## src/rtl/core/mmss_countdown_timer_assert.svh

```systemverilog
// ----------------------------------------------------------------------------
// mmss_countdown_timer_assert.svh
// Assertion macros for the countdown timer, clocked on clk, reset by arst_n.
// ----------------------------------------------------------------------------
`ifndef MMSS_COUNTDOWN_TIMER_ASSERT_SVH
`define MMSS_COUNTDOWN_TIMER_ASSERT_SVH

`ifndef NO_ASSERTIONS

// property held at every clock edge out of reset
`define MCT_ASSERT(lbl, prop, msg) \
	lbl: assert property (@(posedge clk) disable iff (!arst_n) (prop)) else $error(msg);

// antecedent in this cycle implies consequent in the next
`define MCT_ASSERT_NEXT(lbl, ante, cons, msg) \
	lbl: assert property (@(posedge clk) disable iff (!arst_n) (ante) |=> (cons)) \
		else $error(msg);

`else

`define MCT_ASSERT(lbl, prop, msg)
`define MCT_ASSERT_NEXT(lbl, ante, cons, msg)

`endif

`endif

```

## src/rtl/core/mct_pkg.sv

```systemverilog
// ----------------------------------------------------------------------------
// mct_pkg
// Types and constants shared by the mm:ss countdown timer modules.
// ----------------------------------------------------------------------------
package mct_pkg;

	localparam int CfgWidth = 16;
	localparam int CfgIndexWidth = 2;

	// register indexes
	localparam logic [CfgIndexWidth-1:0] REG_SECOND_TICKS = 2'd0;
	localparam logic [CfgIndexWidth-1:0] REG_COLON_OFF_TICKS = 2'd1;
	localparam logic [CfgIndexWidth-1:0] REG_PAUSE_BLINK_TICKS = 2'd2;

	localparam logic [15:0] SecondTicksReset = 16'd1000;
	localparam logic [15:0] ColonOffTicksReset = 16'd500;
	localparam logic [15:0] PauseBlinkTicksReset = 16'd250;

	// commands
	localparam logic [2:0] CMD_TICK = 3'd0;
	localparam logic [2:0] CMD_START = 3'd1;
	localparam logic [2:0] CMD_STOP = 3'd2;
	localparam logic [2:0] CMD_PAUSE = 3'd3;
	localparam logic [2:0] CMD_ADD_MIN = 3'd4;
	localparam logic [2:0] CMD_ADD_SEC = 3'd5;
	localparam logic [2:0] CMD_SET_TIME = 3'd6;

	// run modes
	localparam logic [1:0] MODE_STOPPED = 2'd0;
	localparam logic [1:0] MODE_RUNNING = 2'd1;
	localparam logic [1:0] MODE_PAUSED = 2'd2;

	localparam logic [6:0] MaxMinutes = 7'd99;
	localparam logic [5:0] MaxSeconds = 6'd59;
	localparam logic [15:0] TickSat = 16'hFFFF;

	// floor(x/60) for signed sums: bias by SecBiasQ*60 to stay positive,
	// then multiply by the reciprocal 2^20/60 rounded up (exact below 23k)
	localparam logic [10:0] SecBiasQ = 11'd137;
	localparam logic [15:0] SecBias = 16'd8220;
	localparam logic [14:0] RecipMul = 15'd17477;
	localparam int RecipShift = 20;

	typedef struct packed {
		logic [15:0] second_ticks;
		logic [15:0] colon_off_ticks;
		logic [15:0] pause_blink_ticks;
	} cfg_t;

	typedef struct packed {
		logic [2:0]  command;
		logic [13:0] delta;
		logic [7:0]  new_minutes;
		logic [7:0]  new_seconds;
		logic        minutes_edited;
		logic        seconds_edited;
	} item_t;

	typedef struct packed {
		logic [1:0]  run_state;
		logic [6:0]  minute_count;
		logic [5:0]  second_count;
		logic [15:0] elapsed_ticks;
		logic        colon_lit;
		logic        minutes_hidden;
		logic        seconds_hidden;
	} state_t;

	typedef struct packed {
		logic [6:0] minutes_now;
		logic [5:0] seconds_now;
		logic [1:0] run_mode;
		logic       colon_shown;
		logic       minutes_blanked;
		logic       seconds_blanked;
		logic       limit_hit;
		logic       accepted;
		logic       display_changed;
	} result_t;

endpackage

```

## src/rtl/core/mct_item_if.sv

```systemverilog
// ----------------------------------------------------------------------------
// mct_item_if
// Request channel into the countdown timer: valid/ready plus command fields.
// ----------------------------------------------------------------------------
interface mct_item_if;

	logic        valid;
	logic        ready;
	logic [2:0]  command;
	logic [13:0] delta;
	logic [7:0]  new_minutes;
	logic [7:0]  new_seconds;
	logic        minutes_edited;
	logic        seconds_edited;

	modport source (
		output valid, command, delta, new_minutes, new_seconds,
			minutes_edited, seconds_edited,
		input  ready
	);

	modport sink (
		input  valid, command, delta, new_minutes, new_seconds,
			minutes_edited, seconds_edited,
		output ready
	);

endinterface

```

## src/rtl/core/mct_result_if.sv

```systemverilog
// ----------------------------------------------------------------------------
// mct_result_if
// Result channel out of the countdown timer: valid/ready plus display fields.
// ----------------------------------------------------------------------------
interface mct_result_if;

	logic       valid;
	logic       ready;
	logic [6:0] minutes_now;
	logic [5:0] seconds_now;
	logic [1:0] run_mode;
	logic       colon_shown;
	logic       minutes_blanked;
	logic       seconds_blanked;
	logic       limit_hit;
	logic       accepted;
	logic       display_changed;

	modport source (
		output valid, minutes_now, seconds_now, run_mode, colon_shown,
			minutes_blanked, seconds_blanked, limit_hit, accepted, display_changed,
		input  ready
	);

	modport sink (
		input  valid, minutes_now, seconds_now, run_mode, colon_shown,
			minutes_blanked, seconds_blanked, limit_hit, accepted, display_changed,
		output ready
	);

endinterface

```

## src/rtl/core/mct_step.sv

```systemverilog
// ----------------------------------------------------------------------------
// mct_step
// Next-state and result logic for one timer request.
// ----------------------------------------------------------------------------
module mct_step (
	input  mct_pkg::cfg_t    cfg,
	input  mct_pkg::state_t  cur,
	input  mct_pkg::item_t   req,
	output mct_pkg::state_t  nxt,
	output mct_pkg::result_t res
);

	import mct_pkg::*;

	logic [15:0]        tick_inc;
	logic signed [15:0] delta_x;
	logic signed [15:0] min_sum;
	logic signed [15:0] sec_sum;
	logic [14:0]        sec_biased;
	logic [29:0]        recip_prod;
	logic [9:0]         quot_biased;
	logic [15:0]        quot_x60;
	logic [14:0]        sec_rem;
	logic signed [10:0] quot;
	logic signed [11:0] min_carry;
	logic [6:0]         dec_min;
	logic [5:0]         dec_sec;
	logic               limit;
	logic               acc;

	assign tick_inc = (cur.elapsed_ticks == TickSat) ? cur.elapsed_ticks
		: cur.elapsed_ticks + 16'd1;

	assign delta_x = $signed({{2{req.delta[13]}}, req.delta});
	assign min_sum = $signed({9'd0, cur.minute_count}) + delta_x;

	// floored divide of seconds + delta by 60
	assign sec_sum = $signed({10'd0, cur.second_count}) + delta_x + $signed(SecBias);
	assign sec_biased = sec_sum[14:0];
	assign recip_prod = {15'd0, sec_biased} * {15'd0, RecipMul};
	assign quot_biased = recip_prod[29:RecipShift];
	assign quot_x60 = {quot_biased, 6'd0} - {4'd0, quot_biased, 2'd0};
	assign sec_rem = sec_biased - quot_x60[14:0];
	assign quot = $signed({1'b0, quot_biased}) - $signed(SecBiasQ);
	assign min_carry = $signed({5'd0, cur.minute_count}) + $signed({quot[10], quot});

	// one-second decrement, holding at 00:00
	always_comb begin
		dec_min = cur.minute_count;
		dec_sec = cur.second_count;
		if (cur.second_count != 6'd0) begin
			dec_sec = cur.second_count - 6'd1;
		end else if (cur.minute_count != 7'd0) begin
			dec_min = cur.minute_count - 7'd1;
			dec_sec = MaxSeconds;
		end
	end

	always_comb begin
		nxt = cur;
		limit = 1'b0;
		acc = 1'b0;
		case (req.command)
			CMD_TICK: begin
				if (cur.run_state == MODE_RUNNING) begin
					nxt.elapsed_ticks = tick_inc;
					if (tick_inc >= cfg.colon_off_ticks) begin
						nxt.colon_lit = 1'b0;
					end
					if (tick_inc >= cfg.second_ticks) begin
						nxt.elapsed_ticks = tick_inc - cfg.second_ticks;
						nxt.colon_lit = 1'b1;
						nxt.minute_count = dec_min;
						nxt.second_count = dec_sec;
						if (dec_min == 7'd0 && dec_sec == 6'd0) begin
							nxt.run_state = MODE_STOPPED;
						end
					end
				end else if (cur.run_state == MODE_PAUSED) begin
					nxt.elapsed_ticks = tick_inc;
					if (tick_inc >= cfg.pause_blink_ticks) begin
						nxt.elapsed_ticks = 16'd0;
						nxt.colon_lit = ~cur.colon_lit;
						// hidden follows the new colon: hidden when colon goes off
						if (!req.minutes_edited) nxt.minutes_hidden = cur.colon_lit;
						if (!req.seconds_edited) nxt.seconds_hidden = cur.colon_lit;
					end
				end
			end
			CMD_START: begin
				nxt.run_state = MODE_RUNNING;
				nxt.elapsed_ticks = 16'd0;
				nxt.colon_lit = 1'b1;
				nxt.minutes_hidden = 1'b0;
				nxt.seconds_hidden = 1'b0;
			end
			CMD_STOP: begin
				nxt.run_state = MODE_STOPPED;
				nxt.colon_lit = 1'b1;
				nxt.minutes_hidden = 1'b0;
				nxt.seconds_hidden = 1'b0;
			end
			CMD_PAUSE: begin
				nxt.run_state = MODE_PAUSED;
				nxt.elapsed_ticks = 16'd0;
				nxt.colon_lit = 1'b1;
				nxt.minutes_hidden = 1'b0;
				nxt.seconds_hidden = 1'b0;
			end
			CMD_ADD_MIN: begin
				if (min_sum > $signed({9'd0, MaxMinutes})) begin
					nxt.minute_count = MaxMinutes;
					limit = 1'b1;
				end else if (min_sum < 16'sd0) begin
					nxt.minute_count = 7'd0;
					limit = 1'b1;
				end else begin
					nxt.minute_count = min_sum[6:0];
				end
			end
			CMD_ADD_SEC: begin
				if (quot == 11'sd0) begin
					nxt.second_count = sec_rem[5:0];
				end else if (min_carry > $signed({5'd0, MaxMinutes})) begin
					nxt.minute_count = MaxMinutes;
					nxt.second_count = MaxSeconds;
					limit = 1'b1;
				end else if (min_carry < 12'sd0) begin
					nxt.minute_count = 7'd0;
					nxt.second_count = 6'd0;
					limit = 1'b1;
				end else begin
					nxt.minute_count = min_carry[6:0];
					nxt.second_count = sec_rem[5:0];
				end
			end
			CMD_SET_TIME: begin
				if (req.new_minutes <= {1'b0, MaxMinutes} &&
						req.new_seconds <= {2'b0, MaxSeconds}) begin
					nxt.minute_count = req.new_minutes[6:0];
					nxt.second_count = req.new_seconds[5:0];
					acc = 1'b1;
				end
			end
			default: begin
			end
		endcase
	end

	always_comb begin
		res.minutes_now = nxt.minute_count;
		res.seconds_now = nxt.second_count;
		res.run_mode = nxt.run_state;
		res.colon_shown = nxt.colon_lit;
		res.minutes_blanked = nxt.minutes_hidden;
		res.seconds_blanked = nxt.seconds_hidden;
		res.limit_hit = limit;
		res.accepted = acc;
		res.display_changed = (nxt.minute_count != cur.minute_count) ||
			(nxt.second_count != cur.second_count) ||
			(nxt.colon_lit != cur.colon_lit) ||
			(nxt.minutes_hidden != cur.minutes_hidden) ||
			(nxt.seconds_hidden != cur.seconds_hidden);
	end

endmodule

```

## src/rtl/core/mmss_countdown_timer.sv

```systemverilog
// ----------------------------------------------------------------------------
// mmss_countdown_timer
// mm:ss countdown timer with run, stop and pause modes and blink control.
// ----------------------------------------------------------------------------
// Usage:
//   item   - request channel (valid/ready): command, delta, new time, edit flags.
//            A tick command stands for one millisecond.
//   result - one result per request (valid/ready): time, mode, colon and blank
//            flags, saturation and set-time status, display change flag.
//   cfg_*  - write port for second_ticks, colon_off_ticks, pause_blink_ticks;
//            write only while no request is in flight.
// Path: a request taken into the input register moves on to the result register
//   once that register is free (one input register, one result register).
// Throughput: one request per cycle while the result side takes one per cycle;
//   the timer state updates as the input register hands over to the result
//   register, so back-to-back requests see each other's effect.
// Stall: while the result register holds an untaken result, the input register
//   keeps its request and item.ready falls once it is full.
// Reset: arst_n clears the timer to 00:00 stopped, colon shown, and loads
//   the register defaults 1000, 500 and 250.
// ----------------------------------------------------------------------------
module mmss_countdown_timer (
	input  logic                              clk,
	input  logic                              arst_n,
	input  logic                              cfg_we,
	input  logic [mct_pkg::CfgIndexWidth-1:0] cfg_index,
	input  logic [mct_pkg::CfgWidth-1:0]      cfg_data,
	mct_item_if.sink                          item,
	mct_result_if.source                      result
);

	import mct_pkg::*;

	`include "mmss_countdown_timer_assert.svh"

	cfg_t    cfg_q;
	state_t  state_q;
	state_t  state_nxt;
	item_t   item_s1;
	logic    valid_s1;
	result_t res_nxt;
	result_t res_q;
	logic    res_valid_q;
	logic    advance;

	assign advance = valid_s1 && (!res_valid_q || result.ready);
	assign item.ready = !valid_s1 || advance;

	always_ff @(posedge clk or negedge arst_n) begin
		if (!arst_n) begin
			cfg_q.second_ticks <= SecondTicksReset;
			cfg_q.colon_off_ticks <= ColonOffTicksReset;
			cfg_q.pause_blink_ticks <= PauseBlinkTicksReset;
		end else if (cfg_we) begin
			case (cfg_index)
				REG_SECOND_TICKS: cfg_q.second_ticks <= cfg_data;
				REG_COLON_OFF_TICKS: cfg_q.colon_off_ticks <= cfg_data;
				REG_PAUSE_BLINK_TICKS: cfg_q.pause_blink_ticks <= cfg_data;
				default: begin
				end
			endcase
		end
	end

	always_ff @(posedge clk or negedge arst_n) begin
		if (!arst_n) begin
			valid_s1 <= 1'b0;
		end else if (item.ready) begin
			valid_s1 <= item.valid;
		end
	end

	always_ff @(posedge clk) begin
		if (item.valid && item.ready) begin
			item_s1.command <= item.command;
			item_s1.delta <= item.delta;
			item_s1.new_minutes <= item.new_minutes;
			item_s1.new_seconds <= item.new_seconds;
			item_s1.minutes_edited <= item.minutes_edited;
			item_s1.seconds_edited <= item.seconds_edited;
		end
	end

	mct_step u_step (
		.cfg (cfg_q),
		.cur (state_q),
		.req (item_s1),
		.nxt (state_nxt),
		.res (res_nxt)
	);

	always_ff @(posedge clk or negedge arst_n) begin
		if (!arst_n) begin
			state_q.run_state <= MODE_STOPPED;
			state_q.minute_count <= 7'd0;
			state_q.second_count <= 6'd0;
			state_q.elapsed_ticks <= 16'd0;
			state_q.colon_lit <= 1'b1;
			state_q.minutes_hidden <= 1'b0;
			state_q.seconds_hidden <= 1'b0;
			res_valid_q <= 1'b0;
		end else if (advance) begin
			state_q <= state_nxt;
			res_valid_q <= 1'b1;
		end else if (result.ready) begin
			res_valid_q <= 1'b0;
		end
	end

	always_ff @(posedge clk) begin
		if (advance) begin
			res_q <= res_nxt;
		end
	end

	assign result.valid = res_valid_q;
	assign result.minutes_now = res_q.minutes_now;
	assign result.seconds_now = res_q.seconds_now;
	assign result.run_mode = res_q.run_mode;
	assign result.colon_shown = res_q.colon_shown;
	assign result.minutes_blanked = res_q.minutes_blanked;
	assign result.seconds_blanked = res_q.seconds_blanked;
	assign result.limit_hit = res_q.limit_hit;
	assign result.accepted = res_q.accepted;
	assign result.display_changed = res_q.display_changed;

	`MCT_ASSERT(a_time_range, (state_q.minute_count <= MaxMinutes) && (state_q.second_count <= MaxSeconds), "time out of range")
	`MCT_ASSERT(a_stopped_shows_all, (state_q.run_state != MODE_STOPPED) || (state_q.colon_lit && !state_q.minutes_hidden && !state_q.seconds_hidden), "stopped timer hides part of the display")
	`MCT_ASSERT(a_running_digits_shown, (state_q.run_state != MODE_RUNNING) || (!state_q.minutes_hidden && !state_q.seconds_hidden), "digits blanked while running")
	`MCT_ASSERT_NEXT(a_request_held, item.valid && item.ready, valid_s1, "taken request lost from input register")

endmodule
```

## src/flat_wrapper.sv

```systemverilog
// flat-port wrapper written by rule: the top's interface ports become plain ports
module mmss_countdown_timer_flat import mct_pkg::*;
  (clk, arst_n, cfg_we, cfg_index, cfg_data, item_valid, item_command, item_delta, item_new_minutes, item_new_seconds, item_minutes_edited, item_seconds_edited, item_ready, result_valid, result_minutes_now, result_seconds_now, result_run_mode, result_colon_shown, result_minutes_blanked, result_seconds_blanked, result_limit_hit, result_accepted, result_display_changed, result_ready);
  mct_item_if item_i ();
  mct_result_if result_i ();
  input  logic clk;
  input  logic arst_n;
  input  logic cfg_we;
  input  logic [mct_pkg::CfgIndexWidth-1:0] cfg_index;
  input  logic [mct_pkg::CfgWidth-1:0] cfg_data;
  input wire logic [$bits(item_i.valid)-1:0] item_valid;
  input wire logic [$bits(item_i.command)-1:0] item_command;
  input wire logic [$bits(item_i.delta)-1:0] item_delta;
  input wire logic [$bits(item_i.new_minutes)-1:0] item_new_minutes;
  input wire logic [$bits(item_i.new_seconds)-1:0] item_new_seconds;
  input wire logic [$bits(item_i.minutes_edited)-1:0] item_minutes_edited;
  input wire logic [$bits(item_i.seconds_edited)-1:0] item_seconds_edited;
  output wire logic [$bits(item_i.ready)-1:0] item_ready;
  output wire logic [$bits(result_i.valid)-1:0] result_valid;
  output wire logic [$bits(result_i.minutes_now)-1:0] result_minutes_now;
  output wire logic [$bits(result_i.seconds_now)-1:0] result_seconds_now;
  output wire logic [$bits(result_i.run_mode)-1:0] result_run_mode;
  output wire logic [$bits(result_i.colon_shown)-1:0] result_colon_shown;
  output wire logic [$bits(result_i.minutes_blanked)-1:0] result_minutes_blanked;
  output wire logic [$bits(result_i.seconds_blanked)-1:0] result_seconds_blanked;
  output wire logic [$bits(result_i.limit_hit)-1:0] result_limit_hit;
  output wire logic [$bits(result_i.accepted)-1:0] result_accepted;
  output wire logic [$bits(result_i.display_changed)-1:0] result_display_changed;
  input wire logic [$bits(result_i.ready)-1:0] result_ready;
  assign item_i.valid = item_valid;
  assign item_i.command = item_command;
  assign item_i.delta = item_delta;
  assign item_i.new_minutes = item_new_minutes;
  assign item_i.new_seconds = item_new_seconds;
  assign item_i.minutes_edited = item_minutes_edited;
  assign item_i.seconds_edited = item_seconds_edited;
  assign item_ready = item_i.ready;
  assign result_valid = result_i.valid;
  assign result_minutes_now = result_i.minutes_now;
  assign result_seconds_now = result_i.seconds_now;
  assign result_run_mode = result_i.run_mode;
  assign result_colon_shown = result_i.colon_shown;
  assign result_minutes_blanked = result_i.minutes_blanked;
  assign result_seconds_blanked = result_i.seconds_blanked;
  assign result_limit_hit = result_i.limit_hit;
  assign result_accepted = result_i.accepted;
  assign result_display_changed = result_i.display_changed;
  assign result_i.ready = result_ready;
  mmss_countdown_timer u_core (.clk(clk), .arst_n(arst_n), .cfg_we(cfg_we), .cfg_index(cfg_index), .cfg_data(cfg_data), .item(item_i), .result(result_i));
endmodule
```

## config.mk

```make
export PLATFORM = sky130hd
export DESIGN_NAME = mmss_countdown_timer_flat
export DESIGN_NICKNAME = d
export VERILOG_FILES = /design/src/rtl/core/mct_pkg.sv /design/src/rtl/core/mct_item_if.sv /design/src/rtl/core/mct_result_if.sv /design/src/rtl/core/mct_step.sv /design/src/rtl/core/mmss_countdown_timer.sv /design/src/flat_wrapper.sv
export VERILOG_INCLUDE_DIRS = /design/src /design/src/rtl/core
export SDC_FILE = /design/constraint.sdc
export NUM_CORES = 1
export LEC_CHECK = 0
export BUFFER_PORTS_ARGS = -buffer_cell sky130_fd_sc_hd__buf_2
export CAP_MARGIN = 20
export CORE_UTILIZATION = 55
export CTS_BUF_LIST = sky130_fd_sc_hd__clkbuf_2 sky130_fd_sc_hd__clkbuf_4 sky130_fd_sc_hd__clkbuf_8
export CTS_CLUSTER_SIZE = 14
export DETAILED_ROUTE_END_ITERATION = 7
export GPL_TIMING_DRIVEN = 1
export PLACE_DENSITY = 0.73
export SYNTH_ARGS = -nofsm -noshare
export SYNTH_HDL_FRONTEND = slang
export SYNTH_SLANG_ARGS = --single-unit
```

## constraint.sdc

```tcl
create_clock -name clk -period 10.7 [get_ports clk]
set_input_delay 2.14 -clock clk [delete_from_list [all_inputs] [get_ports clk]]
set_output_delay 2.14 -clock clk [all_outputs]
set_load 0.05 [all_outputs]
```

==> impl_results.md <==
- Status: finished, final reports clean
- N_diodes: 0
- Port Buffer Count: 80
- Crit share post-route: 94.2%
- Area contributors post-synth: ha_1 (18%), edfxtp_1 (12%), dfrtp_1 (12%), inv_1 (4.2%), o21ai_0 (3.8%)
- Type of origin of the critical path: flop
- Biggest area consumer among synthesized cells: ha_1
- Nets: 1840
- Crit. Startpoint: u_core.item_s1[19]
- Met1 usage: 36.0%
- HPWL after detailed placement: 27.2 mm
- Worst Setup End Kind: flop
- GRT Total Usage: 29.0%
- Hold Path Class: flop to flop
- Crit-path max cell delay: 0.58 ns
- Clock tree from TritonCTS: yes
- Vias/cell: 6.06
- Most used cell, CP: ha_1
- Setup TNS Final: 0 ns
- ANT nets after route: 0
- Post-synth top flop: dfrtp_1
- Starting Density: 56.7%
- Die Wd: 158 um
- Reg2reg start: u_core.item_s1[19]
- Worst Path Class, Setup: flop to flop
- Worst-case clock buffer depth: 2
- Final hold slack: 0.508 ns
- Critical path data arrival time: 10.29 ns
- Top-area cell type share of the netlist area: 17.7%
- EDFF count, synth: 56
- DRC Markers: 0
- Clock buffer count from CTS: 17
- CTS Hold Bufs: 0
- Full die area: 25100 sq um
- CTS root buffer: clkbuf_8
- Die height: 158 um
- Worst slew margin: 31.1%
- Largest net degree at the start of global routing: 46
- Hold depth: 1
- H-tree Lvls: 4
- Crit path required time: 10.91 ns
- Tightest Pin Transition: 1.03 ns
- Max-slew violation count: 0
- WL/cell: 18.3 um
- Fmax: 0.0992 GHz
- Synth Instances: 1498
- Area Overhead vs Synth: 8.68%
- Synthesized cell area: 13500 sq um
- Setup violators final: 0
- #FFs+latches synth: 140
- I/O pin count: 81
- Reg2reg setup slack: 0.62 ns
- GR Util met3: 4.65%
- Final Hold Viols: 0
- Syn nets: 1770
- Clock Sinks: 140
- Fraction of registers with async set/reset: 60.0%
- Core box area: 23800 sq um
- Max-Cap Viols: 0
- Via count: 11500
- Clk pin slew, worst setup/hold paths: 0.09 ns
- Clock period minus worst slack: 10.08 ns
- Post-synthesis cell type count: 106
- Global-route wire length before repair: 56.2 mm
- Pre-Repair DR Iteration Count: 6
- Worst-Skew Late Latency: 0.47 ns
- Clock skew: 0.0200 ns
- Slowest CP cell: fa_1
- Share of layout cells above drive strength 1: 15.7%
- Initial drt markers: 979
- Detailed Route WL: 34.8 mm
- HP Start: u_core.valid_s1
- RSZ-0062 raised after global routing: false
- Vias in the first global route: 11200
- Gr busiest metal: met2
- Crit Path Max Fanout: 8
- Initial antenna violation count: 1
- Syn Area/Cell: 8.99 sq um
- R2R cell count: 39
- Std cell rows: 56
- Grt ovf: 0
- Yosys warnings: 0
- Post-synthesis sequential area ratio: 28.3%
- Met2 usage: 50.9%
- GPL Wtd Cong: 0.998
registers in the layout, summed over array words and instances, names as in the netlist:
register                       count
u_core.result.minutes_now          7
u_core.result.minutes_blanked      1
u_core.result.seconds_now          6
u_core.state_q                    34
u_core.result.display_changed      1
u_core.result.limit_hit            1
u_core.result.colon_shown          1
u_core.result.run_mode             2
u_core.result.valid                1
u_core.result.seconds_blanked      1
u_core.valid_s1                    1
u_core.item_s1                    35
u_core.result.accepted             1
u_core.cfg_q                      48
kinds of logic (layout without fill, tap and decap cells):
| logic type | Yosys count | after routing | share of synthesized area, % |
|---|---|---|---|
| and+or+nand+nor | 423 | 423 | 15.8 |
| DFF | 140 | 140 | 28.3 |
| xor gates and xnor gates | 65 | 65 | 4.39 |
| buffers and inverters | 200 | 283 | 5.66 |
| muxes | 55 | 55 | 4.48 |
| AOI/OAI and AO/OA | 401 | 401 | 20.1 |
| adders and majority gates | 214 | 214 | 21.2 |
layout make-up:
type / count / area, sq um
Clock buffer: 19 / 255
Clock inverter: 13 / 125
Fill cell: 2050 / 9120
Inverter: 151 / 567
Multi-Input combinational cell: 1158 / 8920
Sequential cell: 140 / 3810
Tap cell: 319 / 399
Timing Repair Buffer: 100 / 553
routing by layer:
metal | wire length [um] | part of all wire (%)
met5 | 0 | 0
met4 | 906 | 2.6
met3 | 2080 | 6.0
met2 | 17100 | 49
met1 | 14800 | 42
critical path, delay by kind of cell, from the launching register on:
kind                     cells  cell delay (ns)
AND/OR/NAND/NOR              8             1.74
buffers and inverters        4             0.34
AO/OA/AOI/OAI               15             3.08
XOR/XNOR                     2             0.49
adder cells (fa/ha/maj)     10             3.68
flip-flops                   1             0.48
cell usage after synthesis, types with 6 or more instances:
master and instances:
ha_1 190, inv_1 149, nand2_1 125, nor2_1 103, o21ai_0 102, a21oi_1 94
dfrtp_1 65, edfxtp_1 56, xnor2_1 46, clkbuf_1 39, mux2_2 38, a21o_1 36
nor3_1 36, nand3_1 28, fa_1 24, dfstp_2 19, nand4_1 19, xor2_1 17
mux2i_1 16, nand2b_1 16, o211ai_1 12, o21bai_1 12, a211oi_1 11, o22ai_1 11
nor2b_1 10, o21a_1 10, or3_1 10, a31oi_1 9, and3_1 9, nor4_1 9
or2_2 9, nor3b_1 8, a21oi_2 6, and2_1 6, buf_1 6, nand3b_1 6
per-stage QoR:
step / cell area, sq um / worst slack (ns) / utilization (%) / std cells
2_1_floorplan: 13500 / 1.19 / - / 1498
3_3_place_gp: 14200 / 0.598 / 59.8 / 1863
3_5_place_dp: 14200 / 0.281 / 59.8 / 1863
4_1_cts: 14600 / 0.236 / 61.4 / 1895
5_1_grt: 14600 / 0.00955 / 61.6 / 1900
6_report: 14600 / 0.620 / 61.6 / 1900
cell usage in the layout (no fill, tap or decap), drive strengths merged, types with 13 or more instances in the layout:
cell / netlist / routed
nand2: 126 / 126
o22ai: 13 / 13
nand4: 20 / 20
buf: 10 / 100
dfstp: 19 / 19
ha: 190 / 190
dfrtp: 65 / 65
edfxtp: 56 / 56
o211ai: 13 / 13
a21o: 36 / 36
a21oi: 100 / 100
o21bai: 13 / 13
nand3: 28 / 28
nand2b: 16 / 16
nor3: 39 / 39
nor2: 105 / 105
xor2: 18 / 18
a211oi: 14 / 14
xnor2: 46 / 46
fa: 24 / 24
mux2: 39 / 39
mux2i: 16 / 16
inv: 150 / 159
clkbuf: 39 / 19
o21ai: 107 / 107
final timing paths:
path | endpoint
max | u_core.result.minutes_now[2]
max in group asynchronous | u_core.state_q[23]
min in group asynchronous | u_core.cfg_q[19]
max reg2reg | u_core.result.minutes_now[2]
min | u_core.result.valid
min reg2reg | u_core.result.valid
what timing repair did:
item,CTS,global route
resized for setup,0,7
buffers inserted,0,5
setup endpoints to repair,0,27
Power is left out: the tool's default activity adds up to more than one toggle a clock period on the data nets, which glitch-free logic cannot reach.
